[config.mk]
export PLATFORM = sky130hd
export DESIGN_NAME = lru_key_value_cache
export DESIGN_NICKNAME = d
export VERILOG_FILES = /design/src/hw/rtl/lkvc_pkg.sv /design/src/hw/rtl/lru_key_value_cache.sv /design/src/hw/rtl/lkvc_store.sv
export SDC_FILE = /design/constraint.sdc
export NUM_CORES = 2
export LEC_CHECK = 0
export BUFFER_PORTS_ARGS = -buffer_cell sky130_fd_sc_hd__buf_2
export CELL_PAD_IN_SITES_DETAIL_PLACEMENT = 0
export CELL_PAD_IN_SITES_GLOBAL_PLACEMENT = 1
export CORE_ASPECT_RATIO = 0.75
export CORE_MARGIN = 10
export CORE_UTILIZATION = 33
export CTS_BUF_LIST = sky130_fd_sc_hd__clkbuf_16
export DETAILED_ROUTE_END_ITERATION = 16
export MAX_ROUTING_LAYER = met4
export PLACE_DENSITY = 0.56
export SLEW_MARGIN = 5
export SYNTH_ARGS = -nofsm -noshare
export SYNTH_HDL_FRONTEND = slang
export SYNTH_SLANG_ARGS = --single-unit
[constraint.sdc]
create_clock -name clk -period 6.1 [get_ports clk]
set_input_delay 0.915 -clock clk [delete_from_list [all_inputs] [get_ports clk]]
set_output_delay 0.915 -clock clk [all_outputs]
set_load 0.05 [all_outputs]
[src/hw/rtl/lkvc_pkg.sv]
// Shared types and constants for the LRU key-value cache.
// Used by lkvc_store and lru_key_value_cache; no dependencies.
package lkvc_pkg;

    localparam int ENTRIES = 16;
    localparam int RANK_W  = (ENTRIES > 1) ? $clog2(ENTRIES) : 1;
    localparam int CNT_W   = $clog2(ENTRIES + 1);
    localparam int CAP_W   = 5;
    localparam int KEY_W   = 32;
    localparam int DATA_W  = 32;

    localparam logic [CAP_W-1:0]  CAP_RESET  = CAP_W'(16);
    localparam logic [DATA_W-1:0] MISS_VALUE = '1;
    localparam logic [DATA_W-1:0] SET_VALUE  = '0;

    typedef logic [RANK_W-1:0] rank_t;
    typedef logic [CNT_W-1:0]  count_t;

    typedef enum logic
    {
        KIND_GET = 1'b0,
        KIND_SET = 1'b1
    } kind_t;

    typedef struct packed
    {
        kind_t             kind;
        logic [KEY_W-1:0]  key;
        logic [DATA_W-1:0] value;
    } req_t;

    typedef struct packed
    {
        logic              hit;
        logic [DATA_W-1:0] rd;
    } resp_t;

endpackage

[src/hw/rtl/lru_key_value_cache.sv]
// LRU key-value cache top level: input and result registers, capacity
// register and the assertions. Depends on lkvc_pkg and lkvc_store.
//
// Usage:
//   s_*   request stream. tuser is the kind (0 get, 1 set); tdata carries
//         key in bits 31:0 and value in bits 63:32.
//   m_*   result stream, one transfer per request. tuser is the hit flag;
//         tdata is the read value: stored value on a get hit, all ones on a
//         get miss, zero for every set.
//   cfg_* capacity write (5 bits); take it only while no request is in flight.
// Timing:
//   A request is registered on transfer and looked up in the following cycle;
//   the store update and the result register load together once the result
//   register is free or being drained, and m_tvalid then rises. One request
//   per cycle is sustained while m_tready stays high;
//   the parallel key compare and rank update sit between the two registers.
// Reset:
//   The store starts empty, capacity returns to 16 and both streams go idle.
// Stall:
//   While m_tready is low the result is held; one further request is taken
//   into the input register, then s_tready drops until the result moves.
module lru_key_value_cache
(
    input  logic                        clk,
    input  logic                        rst_n,
    input  logic                        s_tvalid,
    output logic                        s_tready,
    input  logic [63:0]                 s_tdata,   // key[31:0], value[63:32]
    input  logic                        s_tuser,   // kind[0]
    output logic                        m_tvalid,
    input  logic                        m_tready,
    output logic [31:0]                 m_tdata,   // read_value[31:0]
    output logic                        m_tuser,   // hit[0]
    input  logic                        cfg_valid,
    output logic                        cfg_ready,
    input  logic [lkvc_pkg::CAP_W-1:0]  cfg_data
);
    import lkvc_pkg::*;

    logic              in_valid_reg;
    req_t              in_req_reg;
    logic              out_valid_reg;
    logic              out_hit_reg;
    logic [DATA_W-1:0] out_rd_reg;
    logic [CAP_W-1:0]  capacity_reg;
    logic              advance;
    resp_t             resp;
    count_t            entry_count;

    assign advance   = in_valid_reg && (!out_valid_reg || m_tready);
    assign s_tready  = !in_valid_reg || advance;
    assign cfg_ready = 1'b1;

    always_ff @(posedge clk or negedge rst_n)
    begin
        if (!rst_n)
            capacity_reg <= CAP_RESET;
        else if (cfg_valid && cfg_ready)
            capacity_reg <= cfg_data;
    end

    always_ff @(posedge clk or negedge rst_n)
    begin
        if (!rst_n)
        begin
            in_valid_reg  <= 1'b0;
            out_valid_reg <= 1'b0;
        end
        else
        begin
            if (s_tready)
                in_valid_reg <= s_tvalid;
            if (advance)
                out_valid_reg <= 1'b1;
            else if (m_tready)
                out_valid_reg <= 1'b0;
        end
    end

    // Payload: hold while stalled
    always_ff @(posedge clk)
    begin
        if (s_tvalid && s_tready)
        begin
            in_req_reg.kind  <= kind_t'(s_tuser);
            in_req_reg.key   <= s_tdata[31:0];
            in_req_reg.value <= s_tdata[63:32];
        end
        if (advance)
        begin
            out_hit_reg <= resp.hit;
            out_rd_reg  <= resp.rd;
        end
    end

    lkvc_store u_store
    (
        .clk         (clk),
        .rst_n       (rst_n),
        .capacity    (capacity_reg),
        .apply       (advance),
        .req         (in_req_reg),
        .resp        (resp),
        .entry_count (entry_count)
    );

    assign m_tvalid = out_valid_reg;
    assign m_tdata  = out_rd_reg;
    assign m_tuser  = out_hit_reg;

`ifndef NO_ASSERTIONS
    a_count_bound: assert property (@(posedge clk) disable iff (!rst_n)
        32'(entry_count) <= ENTRIES)
        else $error("entry count above store size");

    a_count_grows: assert property (@(posedge clk) disable iff (!rst_n)
        1'b1 |=> (entry_count >= $past(entry_count)))
        else $error("entry count decreased");

    a_miss_value: assert property (@(posedge clk) disable iff (!rst_n)
        (advance && (in_req_reg.kind == KIND_GET) && !resp.hit)
        |=> (m_tvalid && !m_tuser && (m_tdata == MISS_VALUE)))
        else $error("get miss did not return the miss value");

    a_set_zero: assert property (@(posedge clk) disable iff (!rst_n)
        (advance && (in_req_reg.kind == KIND_SET)) |=> (m_tdata == SET_VALUE))
        else $error("set returned a non-zero read value");
`endif

endmodule

[src/hw/rtl/lkvc_store.sv]
// Entry store of the LRU key-value cache: keys, values, valid bits and ranks,
// with the parallel lookup and the replacement update. Depends on lkvc_pkg.
module lkvc_store
(
    input  logic                         clk,
    input  logic                         rst_n,
    input  logic [lkvc_pkg::CAP_W-1:0]   capacity,
    input  logic                         apply,
    input  lkvc_pkg::req_t               req,
    output lkvc_pkg::resp_t              resp,
    output lkvc_pkg::count_t             entry_count
);
    import lkvc_pkg::*;

    logic  [ENTRIES-1:0]             valid_reg;
    logic  [ENTRIES-1:0]             valid_next;
    rank_t                           rank_reg   [ENTRIES];
    rank_t                           rank_next  [ENTRIES];
    logic  [KEY_W-1:0]               key_reg    [ENTRIES];
    logic  [DATA_W-1:0]              value_reg  [ENTRIES];
    count_t                          count_reg;
    count_t                          count_next;

    logic  [ENTRIES-1:0]             match;
    logic  [ENTRIES-1:0]             free_oh;
    logic  [ENTRIES-1:0]             oldest_oh;
    logic  [ENTRIES-1:0]             slot_oh;
    logic  [ENTRIES-1:0]             key_wr;
    logic  [ENTRIES-1:0]             val_wr;
    logic                            hit;
    logic                            has_room;
    rank_t                           hit_rank;
    logic  [DATA_W-1:0]              hit_value;
    count_t                          limit;

    // Clamp the capacity to 1..ENTRIES
    always_comb
    begin
        if (capacity == '0)
            limit = count_t'(1);
        else if (32'(capacity) > ENTRIES)
            limit = count_t'(ENTRIES);
        else
            limit = count_t'(capacity);
    end

    // Keys are unique among valid entries, so the match vector is at most one-hot
    always_comb
    begin
        hit_rank  = '0;
        hit_value = '0;
        for (int i = 0; i < ENTRIES; i++)
        begin
            match[i]     = valid_reg[i] && (key_reg[i] == req.key);
            oldest_oh[i] = valid_reg[i] && ((32'(rank_reg[i]) + 1) == 32'(count_reg));
            if (match[i])
            begin
                hit_rank  = hit_rank | rank_reg[i];
                hit_value = hit_value | value_reg[i];
            end
        end
        hit      = |match;
        free_oh  = ~valid_reg & (valid_reg + ENTRIES'(1));
        has_room = (count_reg < limit);
        slot_oh  = has_room ? free_oh : oldest_oh;
    end

    always_comb
    begin
        resp.hit = hit;
        if (req.kind == KIND_SET)
            resp.rd = SET_VALUE;
        else if (hit)
            resp.rd = hit_value;
        else
            resp.rd = MISS_VALUE;
    end

    always_comb
    begin
        valid_next = valid_reg;
        rank_next  = rank_reg;
        count_next = count_reg;
        key_wr     = '0;
        val_wr     = '0;
        if (apply)
        begin
            if (hit)
            begin
                // Promote: more recent entries slide down by one
                for (int i = 0; i < ENTRIES; i++)
                begin
                    if (valid_reg[i] && (rank_reg[i] < hit_rank))
                        rank_next[i] = rank_reg[i] + rank_t'(1);
                    if (match[i])
                        rank_next[i] = '0;
                end
                if (req.kind == KIND_SET)
                    val_wr = match;
            end
            else if (req.kind == KIND_SET)
            begin
                // Insert at rank 0, replacing the oldest entry when full
                for (int i = 0; i < ENTRIES; i++)
                begin
                    if (valid_reg[i])
                        rank_next[i] = rank_reg[i] + rank_t'(1);
                    if (slot_oh[i])
                    begin
                        valid_next[i] = 1'b1;
                        rank_next[i]  = '0;
                    end
                end
                key_wr = slot_oh;
                val_wr = slot_oh;
                if (has_room)
                    count_next = count_reg + count_t'(1);
            end
        end
    end

    always_ff @(posedge clk or negedge rst_n)
    begin
        if (!rst_n)
        begin
            valid_reg <= '0;
            count_reg <= '0;
            for (int i = 0; i < ENTRIES; i++)
                rank_reg[i] <= '0;
        end
        else
        begin
            valid_reg <= valid_next;
            count_reg <= count_next;
            rank_reg  <= rank_next;
        end
    end

    always_ff @(posedge clk)
    begin
        for (int i = 0; i < ENTRIES; i++)
        begin
            if (key_wr[i])
                key_reg[i] <= req.key;
            if (val_wr[i])
                value_reg[i] <= req.value;
        end
    end

    assign entry_count = count_reg;

endmodule
==> metrics.csv <==
stage,metric,value,unit
outcome,outcome,"complete, no violations",
final_layout,drive_above_1_share,0.146,
final_layout,finish.utilization,0.386,
detailed_routing,wl_met1,77200,um
sta,hold_violations,0,
setup_path,worstSetupPathType,reg2reg,
synthesis,syn-cell-area,0.0511,mm2
floorplan,ios,111,
synthesis,synth-seq-area-share,0.704,
synthesis,async_reset_ff_frac,0.0758,
synthesis,synthFlopType,edfxtp_1,
sta,rsz0062_at_grt,no,
detailed_routing,remaining_drc_errors,0,
detailed_routing,highest_layer,met4,
synthesis,syn_nets,3500,
clock_tree,root_buffer,clkbuf_16,
setup_path,crit_fanout,32,
clock_tree,htree_num_levels,3,
placed_design,place.gp.congestion,0.831,
detailed_routing,wl_met2,65200,um
clock_tree,clk_pin_slew,70,ps
floorplan,die_w,475,um
setup_path,critPathLaunchType,register,
grt,grt_max_degree,58,
grt,grt_overflow_total,0,
sta,setup_viol,0,
setup_path,ff2ff_setup_slack,920,ps
detailed_routing,wl_per_cell,27.0,um
placed_design,portBuffers,109,
synthesis,synth_area_leaders,"edfxtp_1 (66%), xnor2_1 (5.5%), xor2_1 (4.5%), dfrtp_1 (4.5%), a22oi_1 (3.0%)",
grt,antenna_found_initial,8,
pwr,leakage,19.4,nW
detailed_routing,routed_wl,154000,um
setup_path,cp-startpoint,in_req_reg[38],
final_layout,synthToLayoutAreaGrowth,15.7,%
synthesis,synthMostInstantiatedCell,edfxtp_1,
grt,grt_pass1_vias,29000,
synthesis,synthDistinctLibCells,72,
detailed_routing,drt_pass1_iterations,5,
clock_tree,clock-sinks,1214,
sta,tns,0,ps
setup_path,r2r-end,u_store.value_reg[0][22],
clock_tree,clk_latency,790,ps
synthesis,yosysTopAreaCell,edfxtp_1,
sta,finalCritPeriodShare,0.849,
final_layout,final_net_count,3729,
synthesis,synthTopCellsByCount,"edfxtp_1 (1122), xnor2_1 (323), xor2_1 (264)",
setup_path,cp.arrival,5570,ps
clock_tree,cts_tree,done,
setup_path,reg2regPathDepth,13,
sta,fin_skew,81.2,ps
floorplan,fp.dieH,361,um
placed_design,place_ws,1050,ps
pwr,peakVddDrop,0.254,mV
sta,fmax,0.193,GHz
detailed_routing,vias,30100,
clock_tree,post_cts_buffers,0,
sta,fin_crit,5180,ps
floorplan,rows,124,
sta,slew_headroom,0.386,
detailed_routing,drtIter0Drc,2898,
grt,track_usage,0.181,
setup_path,critical_path.endpoint_type,register,
detailed_routing,viasPerCell,5.28,
synthesis,postSynthAreaPerCell,15.2,um2
detailed_routing,ant_nets,0,
floorplan,core_area,0.153,mm2
synthesis,synth_edf_count,1122,
setup_path,worstPathRequired,6480,ps
synthesis,yosys_warnings,0,
sta,fin_ws,919,ps
synthesis,ys_seq_elements,1214,
final_layout,antennaDiodeCount,0,
clock_tree,ctsHoldBuffers,0,
placed_design,place_hpwl,91100,um
min_path,hold_class,in2async,
synthesis,yosysTopAreaCellShare,0.659,
sta,slew_violations,0,
setup_path,r2r_start,in_req_reg[38],
sta,fin_hold_ws,148,ps
floorplan,start_util,0.334,
job,cap_violations,0,
final_layout,nFillCells,14200,
grt,grt_pass1_wl,220000,um
clock_tree,cts_resized,0,
pwr,power.density,361,mW/mm2
floorplan,die_area,0.171,mm2
synthesis,syn-instance-count,3356,
clock_tree,clock_path_buffers,3,
sta,worst_pin_slew,915,ps
clock_tree,cts-buffers-inserted,121,
detailed_routing,wl_met3,9040,um
## layout make-up
cell class              count  area [um2]  share of cell area
repair buffers            279        2440              0.0412
flip-flops and latches   1214       36000               0.608
clock buffers             121        3030              0.0512
well taps                2016        2520              0.0426
multi-input cells        1923       14300               0.242
clock inverters            97         693              0.0117
inverters                  46         173             0.00292
## logic make-up (layout without fill, tap and decap cells)
kind of cell	count (synthesis)	in the layout	synth area share
mux	16	16	0.00348
other cells	1	1	0.0000733
fa+ha+maj	69	69	0.0169
flops	1214	1214	0.704
simple gates	686	686	0.0732
xor+xnor	587	587	0.101
buf+inv	219	543	0.0216
compound gates	564	564	0.0802
## power breakdown
group	leakage (nW)	internal (mW)	switching, mW	total (mW)
combinational	6.28	1.40	2.33	3.74
clock	1.93	3.81	3.28	7.09
sequential	11.2	9.80	0.729	10.5
total	19.4	15.0	6.34	21.4
## cell usage in the layout, fill, tap and decap left out, types with 14 or more instances in the layout
cell type,count
edfxtp_1,1122
xnor2_1,323
xor2_1,264
a22oi_1,202
nand4_1,141
buf_4,122
clkbuf_16,121
buf_2,108
nor2_1,100
dfrtp_1,91
nand3_1,87
o21ai_0,85
inv_1,79
nor4_1,75
ha_1,69
a22o_1,62
nand2_1,59
nor3_1,55
a21oi_1,50
buf_12,49
a221oi_1,39
nand2b_1,36
clkinv_1,30
nor2_4,22
a31oi_1,20
o21ai_1,14
mux2_2,14
## worst max path at each step
stage	to	depth (start not counted)
after floorplan	u_store.key_reg[0][32]	5
after global placement	u_store.rank_reg[4]	15
after detailed placement	u_store.value_reg[0][5]	13
after CTS	u_store.value_reg[0][22]	13
after global routing	u_store.rank_reg[52]	16
final	u_store.value_reg[0][22]	13
## layer usage
metal / vias up / global-route usage
li1: 13400 / -
met1: 15600 / 0.278
met2: 923 / 0.253
met3: 171 / 0.0244
met4: 0 / 0.0335
met5: - / -
## critical path, stage by stage (launching register included)
cell and delay [ps]:
edfxtp_1 730, buf_12 310, xnor2_1 380, nand4_1 190
nor3_1 560, and3_2 450, buf_4 370, nor4_1 160
and4_1 450, buf_4 280, nand2_1 70, o21ai_0 240
nor2_4 200, buf_12 310
## through the flow
| stage | power [mW] | cells | cell area (um2) |
|---|---|---|---|
| global route | 22.3 | 5696 | 59200 |
| floorplan | 12.8 | 3356 | 51100 |
| detailed placement | 14.4 | 5478 | 55400 |
| CTS | 21.5 | 5696 | 59200 |
| global placement | 14.4 | 5478 | 55400 |
| finish | 21.4 | 5696 | 59200 |
(Power assumes the default switching activity.)
